## config.mk

```make
export PLATFORM = sky130hd
export DESIGN_NAME = wdsa_queue
export DESIGN_NICKNAME = d
export VERILOG_FILES = /design/src/rtl/wdsa_pkg.sv /design/src/rtl/wdsa_queue.sv
export SDC_FILE = /design/constraint.sdc
export NUM_CORES = 1
export LEC_CHECK = 0
export ABC_AREA = 1
export BUFFER_PORTS_ARGS = -buffer_cell sky130_fd_sc_hd__buf_2
export CAP_MARGIN = 20
export CORE_AREA = 2 2 231 233
export CTS_BUF_LIST = sky130_fd_sc_hd__clkbuf_8
export CTS_CLUSTER_DIAMETER = 50
export DETAILED_ROUTE_END_ITERATION = 6
export DIE_AREA = 0 0 233 235
export PLACE_DENSITY = 0.76
export RECOVER_POWER = 50
export SLEW_MARGIN = 25
export SYNTH_ARGS = -nofsm -noshare
export SYNTH_HDL_FRONTEND = slang
export SYNTH_SLANG_ARGS = --single-unit
```

## constraint.sdc

```tcl
create_clock -name clock -period 25.2 [get_ports clock]
set_input_delay 2.52 -clock clock [delete_from_list [all_inputs] [get_ports clock]]
set_output_delay 2.52 -clock clock [all_outputs]
set_load 0.1 [all_outputs]
```

## src/rtl/wdsa_pkg.sv

```systemverilog
// Shared types, constants and tables for the Wilson Dirac site accumulator.
`timescale 1ns / 1ps
package wdsa_pkg;

   localparam int ANG_W        = 32;
   localparam int CORDIC_W     = 34;
   localparam int CORDIC_STEPS = 24;
   localparam int ITER_W       = 5;
   localparam int COEF_W       = 27;
   localparam int KAPPA_W      = 16;
   localparam int MU_W         = 20;
   localparam int QDEPTH       = 2;
   localparam int QCNT_W       = 2;

   localparam logic signed [CORDIC_W-1:0] CORDIC_GAIN = 34'sd652032874;

   localparam logic [KAPPA_W-1:0] KAPPA_RESET = 16'd16384;
   localparam logic [MU_W-1:0]    MU_RESET    = 20'd0;

   localparam logic REG_KAPPA = 1'b0;
   localparam logic REG_MU    = 1'b1;

   localparam logic [1:0] DIR_FWD_0 = 2'd0;
   localparam logic [1:0] DIR_FWD_1 = 2'd1;
   localparam logic [1:0] DIR_BWD_2 = 2'd2;
   localparam logic [1:0] DIR_BWD_3 = 2'd3;

   typedef enum logic [6:0] {
      ST_IDLE   = 7'b0000001,
      ST_SETUP  = 7'b0000010,
      ST_MU     = 7'b0000100,
      ST_CORDIC = 7'b0001000,
      ST_COEF   = 7'b0010000,
      ST_HOP    = 7'b0100000,
      ST_EMIT   = 7'b1000000
   } back_state_type;

   typedef struct packed {
      logic [KAPPA_W-1:0] kappa;
      logic [MU_W-1:0]    mu;
   } cfg_type;

   typedef struct packed {
      logic              push;
      logic              pop;
      logic [QCNT_W-1:0] count;
   } queue_status_type;

   function automatic logic signed [CORDIC_W-1:0] atan_turn(input logic [ITER_W-1:0] idx);
      logic signed [CORDIC_W-1:0] v;
      case (idx)
         5'd0:  v = 34'sd536870912;
         5'd1:  v = 34'sd316933406;
         5'd2:  v = 34'sd167458907;
         5'd3:  v = 34'sd85004756;
         5'd4:  v = 34'sd42667331;
         5'd5:  v = 34'sd21354465;
         5'd6:  v = 34'sd10679838;
         5'd7:  v = 34'sd5340245;
         5'd8:  v = 34'sd2670163;
         5'd9:  v = 34'sd1335087;
         5'd10: v = 34'sd667544;
         5'd11: v = 34'sd333772;
         5'd12: v = 34'sd166886;
         5'd13: v = 34'sd83443;
         5'd14: v = 34'sd41722;
         5'd15: v = 34'sd20861;
         5'd16: v = 34'sd10430;
         5'd17: v = 34'sd5215;
         5'd18: v = 34'sd2608;
         5'd19: v = 34'sd1304;
         5'd20: v = 34'sd652;
         5'd21: v = 34'sd326;
         5'd22: v = 34'sd163;
         5'd23: v = 34'sd81;
         default: v = '0;
      endcase
      return v;
   endfunction

endpackage

```

## src/rtl/wdsa_queue.sv

```systemverilog
// Two-entry queue between the front end and the back end.
`timescale 1ns / 1ps
module wdsa_queue #(
   parameter int ITEM_W = 293
) (
   input  logic                        clock,
   input  logic                        reset,
   input  logic                        push,
   input  logic [ITEM_W-1:0]           push_data,
   output logic                        full,
   input  logic                        pop,
   output logic                        not_empty,
   output logic [ITEM_W-1:0]           pop_data,
   output wdsa_pkg::queue_status_type  status
);
   logic [ITEM_W-1:0]               mem_ff [wdsa_pkg::QDEPTH];
   logic                            wr_ptr_ff, wr_ptr_in;
   logic                            rd_ptr_ff, rd_ptr_in;
   logic [wdsa_pkg::QCNT_W-1:0]     count_ff, count_in;

   assign full      = count_ff == wdsa_pkg::QCNT_W'(wdsa_pkg::QDEPTH);
   assign not_empty = count_ff != '0;
   assign pop_data  = mem_ff[rd_ptr_ff];
   assign status    = '{push: push, pop: pop, count: count_ff};

   always_comb begin
      wr_ptr_in = push ? !wr_ptr_ff : wr_ptr_ff;
      rd_ptr_in = pop ? !rd_ptr_ff : rd_ptr_ff;
      count_in  = count_ff;
      if (push && !pop) begin
         count_in = count_ff + 2'd1;
      end else if (pop && !push) begin
         count_in = count_ff - 2'd1;
      end
   end

   always_ff @(posedge clock) begin
      if (reset) begin
         wr_ptr_ff <= 1'b0;
         rd_ptr_ff <= 1'b0;
         count_ff  <= '0;
      end else begin
         wr_ptr_ff <= wr_ptr_in;
         rd_ptr_ff <= rd_ptr_in;
         count_ff  <= count_in;
      end
      if (push) begin
         mem_ff[wr_ptr_ff] <= push_data;
      end
   end
endmodule

```

==> out/qor.txt <==
Kind of critical path: in2reg
Die Wd: 233 um
Yosys reg bits: 591
CTS Sinks: 591
Status: complete, but fails checks
RSZ-0062 raised after global routing: false
Compound-Gate Fraction of Synth Area: 0.04438%
Total power: 2.487 mW
Layout cells sized above 1: 50.06%
Cell count after synthesis: 947
Post-CTS Resized: 0
Layout fillers: 4150
YS warnings: 0
Setup Skew: 0.02111 ns
Tmin final: 7.586 ns
Post-detail-place hpwl: 33750 um
Worst-skew pair later-pin latency: 0.65 ns
Yosys cell types: 18
DRC: 0
Failing checks: capacitance limit, slew limit
Max-slew violations: 161
Synth-to-layout area growth: 22.44%
Largest net degree at the start of global routing: 89
Hold Fails Final Rpt: 0
Clk root buf: clkbuf_8
Post-route cell area: 27620 sq um
Slew HR: -172.9%
Postcts setup bufs: 0
First-pass iteration count of the detailed router: 4
Finish-stage setup viols: 0
Num CTS Buffers: 94
Number of port buffers: 595
Post-Synth Simple-Gate Area: 0.2718%
Setup TNS Final: 0 ns
Sequential element share of the synthesized area: 78.46%
Pwr/cell area: 90.05 nW/um^2
Placed Area: 26080 sq um
Slowest stage delay, CP: 2.97 ns
VDD IR-drop max: 70.50 uV
Crit path required time: 25.49 ns
Vias in the first global route: 12020
Cell chain of the critical path: clkbuf_1 -> nand2_1 -> clkinvlp_2 -> buf_4 -> buf_6
Startpoint Class: input pin
CTS tree: done
Avg Cell Area, Syn: 23.82 sq um
Cts hold-fix bufs: 0
Crit. End Element: flip-flop
Clock slew at reported path FFs: 0.06 ns
Hold WC Path Type: reg2reg
Max-cap violation count: 2
Die height: 235 um
Total grt overflow: 0
Post-route antenna net violation count: 0
Vias: 11390
R2R setup slack: 19.31 ns
Peak Freq: 131.8 MHz
Post-Synth Adder-Cell Area: 0.05547%
Syn Nets: 1245
Multiplexer area fraction after synthesis: 19.12%
Final WL: 48450 um
Largest buffer count on any clock path: 3
Period utilization: 30.10%
Critical Path AT: 7.87 ns
Initial Util: 43.18%
Vias/cell: 4.779
Wire per inst: 20.32 um
Initial antenna violation count: 12
Final core utilization: 52.87%
Die area: 54760 sq um
IO Pins: 596
Cell Area, Synth: 22560 sq um
Overall Global Routing Usage: 17.09%
Worst-margin pin slew: 4.072 ns
Floorplan core area: 52240 sq um
Iter 0 DRT Violations: 588
Final Non-Filler Cells: 2384
Worst-path fanout max: 88
First-pass GRT wire length: 70110 um
# rows: 84
CTS H-tree lvls: 3
Xor/xnor share of the synthesized area: 0.03883%
Largest family of logic cells by synthesized area: multiplexers
Final net count: 1914
Cell Count Post-Placement: 2207
Routability Congestion: 0.8500
P_leak: 10.65 nW
Slowest CP cell: clkinvlp_2
==> metal layers <==
metal	GRT usage, %	part of all wire, %	routed length [um]	vias to the layer above
met5	0	0.13	64	-
met4	8.300	3.4	1656	8
met3	6.056	9.0	4366	95
met2	29.01	51	24580	520
met1	19.04	37	17780	5643
li1	-	-	-	5126
==> per-stage QoR <==
| stage | setup WS (ns) | hold WS [ns] |
|---|---|---|
| 3_3_place_gp | 18.45 | 0.4954 |
| 6_report | 17.61 | 0.5516 |
| 3_5_place_dp | 18.37 | 0.5422 |
| 5_1_grt | 17.10 | 0.5769 |
| 2_1_floorplan | 9.442 | 0.4799 |
| 4_1_cts | 17.58 | 0.5566 |
==> area by class of cell <==
class | count | area (sq um) | area share [%]
Inverter | 9 | 35.03 | 0.1269
Tap cell | 688 | 860.8 | 3.117
Sequential cell | 591 | 17700 | 64.09
Timing Repair Buffer | 608 | 2887 | 10.45
Antenna cell | 6 | 15.01 | 0.05437
Clock inverter | 72 | 356.6 | 1.291
Clock buffer | 98 | 1349 | 4.884
Multi-Input combinational cell | 312 | 4413 | 15.98
==> cells in the mapped netlist <==
cell	number	area (sq um)
edfxtp_1	586	17600
mux2_4	270	4054
mux2_2	23	259.0
buf_6	19	214.0
buf_8	12	180.2
inv_1	9	33.78
nand2_1	6	22.52
nor2_1	6	22.52
dfxtp_1	5	100.1
buf_2	2	10.01
buf_4	2	15.01
a21oi_1	1	5.000
ha_1	1	12.51
nand3_1	1	5.000
nand4_1	1	6.260
nor3_1	1	5.000
o21ai_0	1	5.000
xnor2_1	1	8.760
==> cells in the final DEF, fill, tap and decap left out, types with 6 or more instances in the layout <==
cell type    n
mux2_2      23
clkbuf_8    98
clkinv_1    27
inv_1       35
buf_4        8
buf_2      422
mux2_4     270
edfxtp_1   586
nand2_1      6
clkbuf_1   173
clkinv_2    12
diode_2      6
==> cells by family after synthesis <==
logic type / count (synthesis)
AO/OA/AOI/OAI: 2
XOR/XNOR: 1
adder cells (fa/ha/maj): 1
AND/OR/NAND/NOR: 15
multiplexers: 293
buffers and inverters: 44
flip-flops: 591
==> path summary, 6_finish.rpt <==
check | start | endpoint | depth (start not counted)
worst max-delay path | push | mem_ff[1][33] | 5
worst min-delay path | rd_ptr_ff | rd_ptr_ff | 2
worst max register to register | wr_ptr_ff | mem_ff[1][33] | 4
worst min register to register | rd_ptr_ff | rd_ptr_ff | 2
==> power breakdown <==
| group | internal (mW) | total, mW | switching, mW |
|---|---|---|---|
| Sequential | 1.14 | 1.16 | 0.0176 |
| Combinational | 0.125 | 0.590 | 0.465 |
| Clock | 0.381 | 0.737 | 0.356 |
| Total | 1.65 | 2.49 | 0.838 |
==> worst max-delay path: cells and delay by family <==
kind | cells | cell delay, ns
AND/OR/NAND/NOR | 1 | 0.11
buffers and inverters | 4 | 5.04
==> registers in the layout, summed over array words and instances, names as in the netlist, named ones only <==
register,cells
count_ff,2
mem_ff,586
rd_ptr_ff,1
wr_ptr_ff,1
Note: power is estimated with default switching activity, not from simulation.
