## src/rtl/wdsa_pkg.sv

```systemverilog
// Shared types, constants and tables for the Wilson Dirac site accumulator.
`timescale 1ns / 1ps
package wdsa_pkg;

   localparam int ANG_W        = 32;
   localparam int CORDIC_W     = 34;
   localparam int CORDIC_STEPS = 24;
   localparam int ITER_W       = 5;
   localparam int COEF_W       = 27;
   localparam int KAPPA_W      = 16;
   localparam int MU_W         = 20;
   localparam int QDEPTH       = 2;
   localparam int QCNT_W       = 2;

   localparam logic signed [CORDIC_W-1:0] CORDIC_GAIN = 34'sd652032874;

   localparam logic [KAPPA_W-1:0] KAPPA_RESET = 16'd16384;
   localparam logic [MU_W-1:0]    MU_RESET    = 20'd0;

   localparam logic REG_KAPPA = 1'b0;
   localparam logic REG_MU    = 1'b1;

   localparam logic [1:0] DIR_FWD_0 = 2'd0;
   localparam logic [1:0] DIR_FWD_1 = 2'd1;
   localparam logic [1:0] DIR_BWD_2 = 2'd2;
   localparam logic [1:0] DIR_BWD_3 = 2'd3;

   typedef enum logic [6:0] {
      ST_IDLE   = 7'b0000001,
      ST_SETUP  = 7'b0000010,
      ST_MU     = 7'b0000100,
      ST_CORDIC = 7'b0001000,
      ST_COEF   = 7'b0010000,
      ST_HOP    = 7'b0100000,
      ST_EMIT   = 7'b1000000
   } back_state_type;

   typedef struct packed {
      logic [KAPPA_W-1:0] kappa;
      logic [MU_W-1:0]    mu;
   } cfg_type;

   typedef struct packed {
      logic              push;
      logic              pop;
      logic [QCNT_W-1:0] count;
   } queue_status_type;

   function automatic logic signed [CORDIC_W-1:0] atan_turn(input logic [ITER_W-1:0] idx);
      logic signed [CORDIC_W-1:0] v;
      case (idx)
         5'd0:  v = 34'sd536870912;
         5'd1:  v = 34'sd316933406;
         5'd2:  v = 34'sd167458907;
         5'd3:  v = 34'sd85004756;
         5'd4:  v = 34'sd42667331;
         5'd5:  v = 34'sd21354465;
         5'd6:  v = 34'sd10679838;
         5'd7:  v = 34'sd5340245;
         5'd8:  v = 34'sd2670163;
         5'd9:  v = 34'sd1335087;
         5'd10: v = 34'sd667544;
         5'd11: v = 34'sd333772;
         5'd12: v = 34'sd166886;
         5'd13: v = 34'sd83443;
         5'd14: v = 34'sd41722;
         5'd15: v = 34'sd20861;
         5'd16: v = 34'sd10430;
         5'd17: v = 34'sd5215;
         5'd18: v = 34'sd2608;
         5'd19: v = 34'sd1304;
         5'd20: v = 34'sd652;
         5'd21: v = 34'sd326;
         5'd22: v = 34'sd163;
         5'd23: v = 34'sd81;
         default: v = '0;
      endcase
      return v;
   endfunction

endpackage

```

## src/rtl/wdsa_if.sv

```systemverilog
// Request and response channel interfaces of the Wilson Dirac site accumulator.
`timescale 1ns / 1ps
interface wdsa_req_if #(
   parameter int DATA_WIDTH  = 32,
   parameter int PHASE_WIDTH = 16
);
   logic                          valid;
   logic                          ready;
   logic [1:0]                    direction;
   logic signed [DATA_WIDTH-1:0]  own_up_re;
   logic signed [DATA_WIDTH-1:0]  own_up_im;
   logic signed [DATA_WIDTH-1:0]  own_dn_re;
   logic signed [DATA_WIDTH-1:0]  own_dn_im;
   logic signed [DATA_WIDTH-1:0]  nbr_up_re;
   logic signed [DATA_WIDTH-1:0]  nbr_up_im;
   logic signed [DATA_WIDTH-1:0]  nbr_dn_re;
   logic signed [DATA_WIDTH-1:0]  nbr_dn_im;
   logic [PHASE_WIDTH-1:0]        link_phase;

   modport source (output valid, direction, own_up_re, own_up_im, own_dn_re, own_dn_im,
                   nbr_up_re, nbr_up_im, nbr_dn_re, nbr_dn_im, link_phase, input ready);
   modport sink (input valid, direction, own_up_re, own_up_im, own_dn_re, own_dn_im,
                 nbr_up_re, nbr_up_im, nbr_dn_re, nbr_dn_im, link_phase, output ready);
endinterface


```

## src/rtl/wdsa_front.sv

```systemverilog
// Front end: accepts requests, classifies the direction and packs them for the queue.
`timescale 1ns / 1ps
module wdsa_front #(
   parameter int DATA_WIDTH  = 32,
   parameter int PHASE_WIDTH = 16,
   parameter int ITEM_W      = 37 + 8 * DATA_WIDTH
) (
   input  logic              clock,
   input  logic              reset,
   wdsa_req_if.sink          req,
   input  logic              q_full,
   output logic              q_push,
   output logic [ITEM_W-1:0] q_data
);
   logic              slot_valid_ff, slot_valid_in;
   logic [ITEM_W-1:0] slot_ff, slot_in;
   logic [wdsa_pkg::ANG_W-1:0] ang;
   logic              take;

   assign ang     = {req.link_phase, {(wdsa_pkg::ANG_W - PHASE_WIDTH){1'b0}}};
   assign req.ready = !slot_valid_ff || !q_full;
   assign take    = req.valid && req.ready;
   assign q_push  = slot_valid_ff && !q_full;
   assign q_data  = slot_ff;

   always_comb begin
      slot_valid_in = slot_valid_ff;
      if (q_push) begin
         slot_valid_in = 1'b0;
      end
      if (take) begin
         slot_valid_in = 1'b1;
      end
      slot_in = slot_ff;
      if (take) begin
         slot_in = {req.direction,
                    req.direction == wdsa_pkg::DIR_FWD_0,
                    req.direction == wdsa_pkg::DIR_BWD_3,
                    req.direction[1],
                    req.own_up_re, req.own_up_im, req.own_dn_re, req.own_dn_im,
                    req.nbr_up_re, req.nbr_up_im, req.nbr_dn_re, req.nbr_dn_im,
                    ang};
      end
   end

   always_ff @(posedge clock) begin
      if (reset) begin
         slot_valid_ff <= 1'b0;
      end else begin
         slot_valid_ff <= slot_valid_in;
      end
      slot_ff <= slot_in;
   end
endmodule

```

## src/flat_wrapper.sv

```systemverilog
// flat-port wrapper written by rule: the top's interface ports become plain ports
module wdsa_front_flat 
#(
   parameter int DATA_WIDTH  = 32,
   parameter int PHASE_WIDTH = 16,
   parameter int ITEM_W      = 37 + 8 * DATA_WIDTH
)
  (clock, reset, q_full, q_push, q_data, req_valid, req_direction, req_own_up_re, req_own_up_im, req_own_dn_re, req_own_dn_im, req_nbr_up_re, req_nbr_up_im, req_nbr_dn_re, req_nbr_dn_im, req_link_phase, req_ready);
  wdsa_req_if #(.DATA_WIDTH(DATA_WIDTH), .PHASE_WIDTH(PHASE_WIDTH)) req_i ();
  input  logic clock;
  input  logic reset;
  input  logic q_full;
  output logic q_push;
  output logic [ITEM_W-1:0] q_data;
  input wire logic [$bits(req_i.valid)-1:0] req_valid;
  input wire logic [$bits(req_i.direction)-1:0] req_direction;
  input wire logic [$bits(req_i.own_up_re)-1:0] req_own_up_re;
  input wire logic [$bits(req_i.own_up_im)-1:0] req_own_up_im;
  input wire logic [$bits(req_i.own_dn_re)-1:0] req_own_dn_re;
  input wire logic [$bits(req_i.own_dn_im)-1:0] req_own_dn_im;
  input wire logic [$bits(req_i.nbr_up_re)-1:0] req_nbr_up_re;
  input wire logic [$bits(req_i.nbr_up_im)-1:0] req_nbr_up_im;
  input wire logic [$bits(req_i.nbr_dn_re)-1:0] req_nbr_dn_re;
  input wire logic [$bits(req_i.nbr_dn_im)-1:0] req_nbr_dn_im;
  input wire logic [$bits(req_i.link_phase)-1:0] req_link_phase;
  output wire logic [$bits(req_i.ready)-1:0] req_ready;
  assign req_i.valid = req_valid;
  assign req_i.direction = req_direction;
  assign req_i.own_up_re = req_own_up_re;
  assign req_i.own_up_im = req_own_up_im;
  assign req_i.own_dn_re = req_own_dn_re;
  assign req_i.own_dn_im = req_own_dn_im;
  assign req_i.nbr_up_re = req_nbr_up_re;
  assign req_i.nbr_up_im = req_nbr_up_im;
  assign req_i.nbr_dn_re = req_nbr_dn_re;
  assign req_i.nbr_dn_im = req_nbr_dn_im;
  assign req_i.link_phase = req_link_phase;
  assign req_ready = req_i.ready;
  wdsa_front #(.DATA_WIDTH(DATA_WIDTH), .PHASE_WIDTH(PHASE_WIDTH), .ITEM_W(ITEM_W)) u_core (.clock(clock), .reset(reset), .req(req_i), .q_full(q_full), .q_push(q_push), .q_data(q_data));
endmodule
```

## config.mk

```make
export PLATFORM = sky130hd
export DESIGN_NAME = wdsa_front_flat
export DESIGN_NICKNAME = d
export VERILOG_FILES = /design/src/rtl/wdsa_pkg.sv /design/src/rtl/wdsa_if.sv /design/src/rtl/wdsa_front.sv /design/src/flat_wrapper.sv
export SDC_FILE = /design/constraint.sdc
export NUM_CORES = 1
export LEC_CHECK = 0
export ABC_AREA = 1
export ABC_CLOCK_PERIOD_IN_PS = 17700
export BUFFER_PORTS_ARGS = -buffer_cell sky130_fd_sc_hd__buf_4
export CAP_MARGIN = 20
export CORE_AREA = 2 2 221 223
export DETAILED_ROUTE_END_ITERATION = 8
export DIE_AREA = 0 0 223 225
export PLACE_DENSITY = 0.38
export SYNTH_ARGS = -nofsm -noshare
export SYNTH_HDL_FRONTEND = slang
export SYNTH_SLANG_ARGS = --single-unit
```

## constraint.sdc

```tcl
create_clock -name clock -period 17.7 [get_ports clock]
set_clock_uncertainty 0.15 [all_clocks]
set_input_delay 0.885 -clock clock [delete_from_list [all_inputs] [get_ports clock]]
set_output_delay 0.885 -clock clock [all_outputs]
set_load 0.005 [all_outputs]
```

==> implementation parameters, run 1 <==
Parameter                              Value

CTS
  Number of sinks handled by clock tree synthesis ... ~280
  Clock slew seen by the registers of the worst setup and hold paths ... 0.05 ns
  TritonCTS clock tree ... done
  Maximum buffer depth of the clock tree ... 3
  Total setup buffers inserted after CTS ... 0
  Worst-skew pair later-pin latency ... 0.53 ns
  H-tree level count ... 2
  Clock root buffer master ... clkbuf_16
  CTS Buf Count ... 35
  Post-CTS Hold Buffers ... 0
  CTS resizes ... 0

STA
  Final clock period utilization by the worst path ... 15.8%
  Final Hold Viols ... 0
  Worst-case setup margin in the final layout ... 14.91 ns
  RSZ-0062 raised after global routing ... false
  Worst slew margin relative to its limit ... 39.8%
  Final worst path period need ... 2.79 ns
  Achievable clock frequency ... 359 MHz
  Number of max-slew violations in the final report ... 0
  Setup TNS ... 0 ns
  Worst-Margin Slew ... 0.902 ns
  Setup-failing EPs final ... 0
  Min Hold Slack ... approximately 0.37 ns

Global route
  Antenna violations before repair ... 2
  Vias in the first global route ... 5346
  Maximum number of pins on one net before global-route repair ... 84
  GRT Resource Usage Total ... 10.8%
  Grt ovf ... 0
  Wire length of the first global-routing pass ... 38600 um

Finish
  Share of cells above drive strength 1 ... between 60 and 70%
  Layout overhead on the synthesized area ... 71.8%
  Multi-input combinational cell area ... between 100 and 150 um2
  Final nets ... 1178
  Count of fill cells added during filler insertion ... ~4700
  Flip-flop and latch area ... 8310 um2
  Post-layout util ... 30.6%
  Finished Layout Cells ... 1542
  Finished layout cell area ... between 10000 and 15000 um2

Logic synthesis
  Cell accounting for the most synthesized area ... edfxtp_1
  Mux cell area share after synthesis ... 0%
  Share of Yosys cell area claimed by the top area cell type ... 97.7%
  Mean instance size in the synthesized netlist ... ~28 um2
  Yosys cell types ... 10
  Cell Area, Synth ... around 8500 um2
  Compound-Gate Fraction of Synth Area ... less than 1%
  Post-Syn Instances ... between 300 and 400
  Post-synthesis register bit count ... about 280
  Most used flip-flop cell after synthesis ... edfxtp_1
  Post-synth EDFFs ... around 280
  Post-synthesis share of cell area spent on xor and xnor gates ... 0%
  Main combinational cell family by area after synthesis ... buffers and inverters
  Share of synthesized flip-flops with an asynchronous set or reset ... 0%
  Simple-gate share of the synthesized area ... 0.207%
  Cell with the most instances after synthesis ... edfxtp_1
  Total of warnings raised by yosys ... 0
  Leading cell types by count after synthesis ... 276 x edfxtp_1, 17 x buf_4, 3 x inv_1
  Synth Area in Adders ... 0%
  Fraction of the yosys area taken by sequential cells ... roughly 100%
  Area contributors post-synth ... edfxtp_1 98%, buf_4 1.5%, dfxtp_1 0.24%

Placed design
  Post-DP Area ... 13400 um2
  Final RePlAce weighted congestion ... around 0.74
  Count of placed standard cells including taps ... 1477
  Setup slack after placement ... ~14 ns
  Port Buffers ... approximately 560
  Half-perimeter wire length after detailed placement ... 21800 um

Pwr
  Overall power consumption ... roughly 1.6 mW
  Worst-case vdd ir drop ... 87.5 uV
  Leakage power summed over all cells ... 6.02 nW
  Power per cell area ... 111 nW/um2

Drt
  Final wirelength ... about 28000 um
  Routed via count ... 5250
  Initial DRC Count ... around 180
  DRC violations left ... 0
  Count of nets left with antenna violations after detail routing ... 0
  Average wire per cell in the routed design ... 18.4 um
  DRT Pass-1 Iters ... 4
  Average via count per standard cell ... about 3.4

Setup path
  Kind of critical path ... in -> reg
  Maximum net fanout on the critical path ... a little under 70
  Timing startpoint of the critical path ... q_full
  Critical path, cell by cell ... buf_4 -> a21oi_4 -> buf_4 -> buf_4
  Worst stage delay on the critical path ... 0.86 ns
  R2r worst-path depth ... 3
  Cell family with most CP delay ... buffers and inverters
  Endpoint required time on the critical path ... 17.71 ns
  Slowest cell on crit path ... buf_4
  CP most frequent cell ... buf_4
  CP Depth ... 4
  Buf+Inv Stages, Crit Path ... 3
  Setup crit end kind ... register
  Arrival time worst endpoint ... 2.79 ns
  Source of the worst register-to-register timing path ... u_core.slot_valid_ff$_SDFFE_PP0P_
  Type of element launching the critical path ... primary input

Die
  Number of cell rows ... 80
  Area of the core region ... 47500 um2
  Starting density of the core ... between 10% and 20%
  Number of ports placed on the die boundary ... 573
  Die Area ... between 50000 and 60000 um2
  Die extent in y ... 225 um
  Width of the die ... 223 um

Worst hold path
  Count of cells along the worst hold path ... 2
  Hold WC Path Type ... reg -> reg
  Startpoint of the lowest-slack hold path ... u_core.slot_valid_ff$_SDFFE_PP0P_

Flow run
  Max-Cap Viols ... 0

Outcome
  Result of the run ... finished clean
path summary, 6_finish.rpt:
kind                                  endpoint  slack [ns]
max               u_core.q_data[228]$_DFFE_PP_       14.91
min          u_core.slot_valid_ff$_SDFFE_PP0P_        0.37
max reg2reg       u_core.q_data[228]$_DFFE_PP_       15.06
min reg2reg  u_core.slot_valid_ff$_SDFFE_PP0P_        0.37
cells by family (layout without fill, tap and decap cells):
group | after synthesis | in the layout
compound gates | 2 | 2
buf+inv | 20 | 627
flops | 277 | 277
other cells | 1 | 17
simple gates | 4 | 4
flip-flops by register name (all words and copies together) (netlist names):
| signal | count |
|---|---|
| u_core.q_data | 276 |
| u_core.slot_valid_ff | 1 |
worst register-to-register path, delay by kind of cell, from the launching register on:
kind                   cells  cell delay [ns]
AO/OA/AOI/OAI              1             0.14
buffers and inverters      2             1.62
flip-flops                 1             0.35
layout by cell type, fill, tap and decap left out, drive strengths merged:
cell,count
clkinv,14
conb,16
clkbuf,43
clkinvlp,1
inv,4
nor2,2
bufinv,4
diode,1
nand2,2
a21oi,2
edfxtp,276
buf,561
dfxtp,1
routing by layer:
metal	vias to the layer above	wire, um	global-route usage (%)
li1	2397	-	-
met1	2476	9230	10.5
met2	329	14700	18.8
met3	46	3750	6.23
met4	2	702	4.18
met5	-	13	0
cell type report:
class,instances,area share (%)
antenna,1,0.0172
clock buffer,43,6.36
clock inverter,20,1.50
inverter,3,0.0773
multi-input combinational,22,0.704
sequential,277,57.0
tap,615,5.28
timing repair buffer,561,29.0
power by group:
group          leakage (nW)  switching (mW)  internal (mW)
Clock                 0.560           0.279          0.433
Sequential             2.68          0.0108          0.769
Combinational          2.78          0.0505         0.0809
Total                  6.02           0.340           1.28
No activity file was read; power rests on OpenSTA's default activity.
==> inputs of run 2 (changes only) <==
--- a/config.mk
+++ b/config.mk
@@ -6,12 +6,12 @@
 export NUM_CORES = 1
 export LEC_CHECK = 0
 export ABC_AREA = 1
-export ABC_CLOCK_PERIOD_IN_PS = 17700
+export ABC_CLOCK_PERIOD_IN_PS = 2400
 export BUFFER_PORTS_ARGS = -buffer_cell sky130_fd_sc_hd__buf_4
 export CAP_MARGIN = 20
-export CORE_AREA = 2 2 221 223
+export CORE_AREA = 2 2 226 228
 export DETAILED_ROUTE_END_ITERATION = 8
-export DIE_AREA = 0 0 223 225
+export DIE_AREA = 0 0 228 230
 export PLACE_DENSITY = 0.38
 export SYNTH_ARGS = -nofsm -noshare
 export SYNTH_HDL_FRONTEND = slang
==> constraint.sdc (replaced) <==
create_clock -name clock -period 2.4 [get_ports clock]
set_clock_uncertainty 0.15 [all_clocks]
set_input_delay 0.12 -clock clock [delete_from_list [all_inputs] [get_ports clock]]
set_output_delay 0.12 -clock clock [all_outputs]
set_load 0.005 [all_outputs]
==> implementation parameters, run 2 (same netlist as run 1, synthesis figures left out) <==
Parameter                              Value

CTS
  Maximum buffer depth of the clock tree ... 3
  TritonCTS clock tree ... done
  Number of sinks handled by clock tree synthesis ... ~280
  Clock root buffer master ... clkbuf_16
  Clock slew seen by the registers of the worst setup and hold paths ... around 0.060 ns
  Total setup buffers inserted after CTS ... 0
  Worst-skew pair later-pin latency ... 0.53 ns
  CTS Buf Count ... 34
  H-tree level count ... 2

Setup path
  Setup crit end kind ... register
  Timing startpoint of the critical path ... u_core.slot_valid_ff$_SDFFE_PP0P_
  Maximum net fanout on the critical path ... 34
  R2R Setup Slk ... approximately 0.67 ns
  Terminus of the critical flop-to-flop path ... u_core.q_data[275]$_DFFE_PP_
  Endpoint required time on the critical path ... 2.43 ns
  Source of the worst register-to-register timing path ... u_core.slot_valid_ff$_SDFFE_PP0P_
  Arrival time worst endpoint ... 1.77 ns
  R2r worst-path depth ... 3
  Kind of critical path ... reg -> reg
  Type of element launching the critical path ... register

Drt
  Average wire per cell in the routed design ... about 16 um
  Initial DRC Count ... 192
  DRC violations left ... 0
  Final wirelength ... 30000 um
  DRT Pass-1 Iters ... 4
  Routed via count ... 6370
  Count of nets left with antenna violations after detail routing ... 0
  Average via count per standard cell ... roughly 3.4

Finish
  Count of inserted antenna diode cells ... 0
  Final nets ... 1458
  Count of fill cells added during filler insertion ... 4868
  Most common library cell in the layout ignoring fill and taps ... buf_4
  Number of flip-flops in the largest register ... between 200 and 300
  Post-layout util ... around a third
  Share of cells above drive strength 1 ... 51.2%
  Commonest cells after routing, fill and taps aside ... 560 x buf_4, 277 x dlygate4sd3_1, 276 x edfxtp_1
  Finished layout cell area ... around 17000 um2
  Layout overhead on the synthesized area ... 105%

Global route
  Maximum number of pins on one net before global-route repair ... 56
  Grt ovf ... 0
  Antenna violations before repair ... 1
  Vias in the first global route ... 6987
  GRT Resource Usage Total ... 11.0%
  Wire length of the first global-routing pass ... about 44000 um

Die
  Die extent in y ... 230 um
  Number of cell rows ... 82
  Number of ports placed on the die boundary ... 573
  Starting density of the core ... roughly 17%
  Die Area ... 52400 um2
  Area of the core region ... roughly 50000 um2
  Width of the die ... 228 um

STA
  RSZ-0062 raised after global routing ... false
  Achievable clock frequency ... 577 MHz
  Final Hold Viols ... 0
  Final worst path period need ... 1.73 ns
  Final clock period utilization by the worst path ... between 70% and 80%
  Worst-case setup margin in the final layout ... 0.666 ns
  Setup-failing EPs final ... 0
  Number of max-slew violations in the final report ... 0

Outcome
  Result of the run ... finished clean

Placed design
  Post-DP Area ... approximately 14000 um2
  Setup slack after placement ... ~0.67 ns
  Port Buffers ... between 500 and 600
  Final RePlAce weighted congestion ... between 0.7 and 0.8
  Half-perimeter wire length after detailed placement ... 21200 um

Pwr
  Power per cell area ... 698 nW/um2
  Clock network power share ... 41.4%
  Worst-case vdd ir drop ... 551 uV
  Share of power burned in combinational logic ... 11.4%
  Share of total power consumed by net switching ... 21.1%
  Power Internal ... approximately 9.6 mW
  Leakage power summed over all cells ... 7.18 nW
  Sequential group share of total power ... a little under half
  Reported net switching power ... 2.57 mW

Worst hold path
  Count of cells along the worst hold path ... 4
  Startpoint of the lowest-slack hold path ... req_valid
  Hold WC Path Type ... in -> reg
  Hold EP ... u_core.q_data[279]$_DFFE_PP_

Flow run
  Max-Cap Viols ... 0
## run 2: cell types whose count changed in the layout (fill, tap and decap cells not counted), moves of 2 or more
| cell | change |
|---|---|
| bufinv_16 | -2 |
| clkbuf_1 | +2 |
| dlygate4sd3_1 | +277 |
| buf_12 | +5 |
## run 2: routing by layer
metal / track usage, % / wire [um] / vias up
met5: 0 / 18 / -
met4: 5.51 / 1170 / 2
met3: 4.24 / 2710 / 75
met2: 19.6 / 15800 / 314
met1: 11.2 / 10300 / 3038
li1: - / - / 2941
## run 2: stage by stage
| step | instances | TNS (ns) | total power [mW] | hold slack [ns] |
|---|---|---|---|---|
| 2_1_floorplan | 319 | -840.54 | 6.03 | 0.0251 |
| 3_3_place_gp | 1539 | 0 | 6.87 | 0.122 |
| 3_5_place_dp | 1539 | 0 | 6.86 | 0.124 |
| 4_1_cts | 1876 | 0 | 12.4 | 0.0560 |
| 5_1_grt | 1876 | 0 | 12.7 | 0.0903 |
| 6_report | 1876 | 0 | 12.2 | 0.0949 |
## run 2: worst max path at each step
stage	to	slack (ns)	cells after the start
3_5_place_dp	u_core.q_data[39]$_DFFE_PP_	0.67	3
4_1_cts	u_core.q_data[219]$_DFFE_PP_	0.63	3
5_1_grt	u_core.q_data[135]$_DFFE_PP_	0.57	3
3_3_place_gp	u_core.q_data[277]$_DFFE_PP_	0.68	3
6_report	u_core.q_data[275]$_DFFE_PP_	0.67	3
2_1_floorplan	u_core.q_data[100]$_DFFE_PP_	-3.05	1
## run 2: what timing repair did
action	in CTS	in global routing
hold buffers	277	0
gates resized for setup	0	0
hold endpoints to repair	324	0
## run 2: cell type report
cell class	count	area (um2)	area share, %
clock buffers	46	960	5.51
multi-input cells	22	103	0.589
clock inverters	14	125	0.718
inverters	3	11.3	0.0646
repair buffers	842	7080	40.6
flip-flops and latches	277	8310	47.7
well taps	672	841	4.83
## run 2: power groups by stage
| stage | Combinational (mW) | Sequential, mW | Clock, mW |
|---|---|---|---|
| 2_1_floorplan | 0.114 | 5.92 | 0 |
| 3_3_place_gp | 1.02 | 5.84 | 0 |
| 3_5_place_dp | 1.02 | 5.85 | 0 |
| 4_1_cts | 1.41 | 5.75 | 5.28 |
| 5_1_grt | 1.48 | 5.77 | 5.44 |
| 6_report | 1.38 | 5.75 | 5.03 |
## run 2: worst max-delay path: stages (launching register included)
cell	delay, ns
dfxtp_2	0.35
a21oi_4	0.21
buf_12	0.25
buf_4	0.38
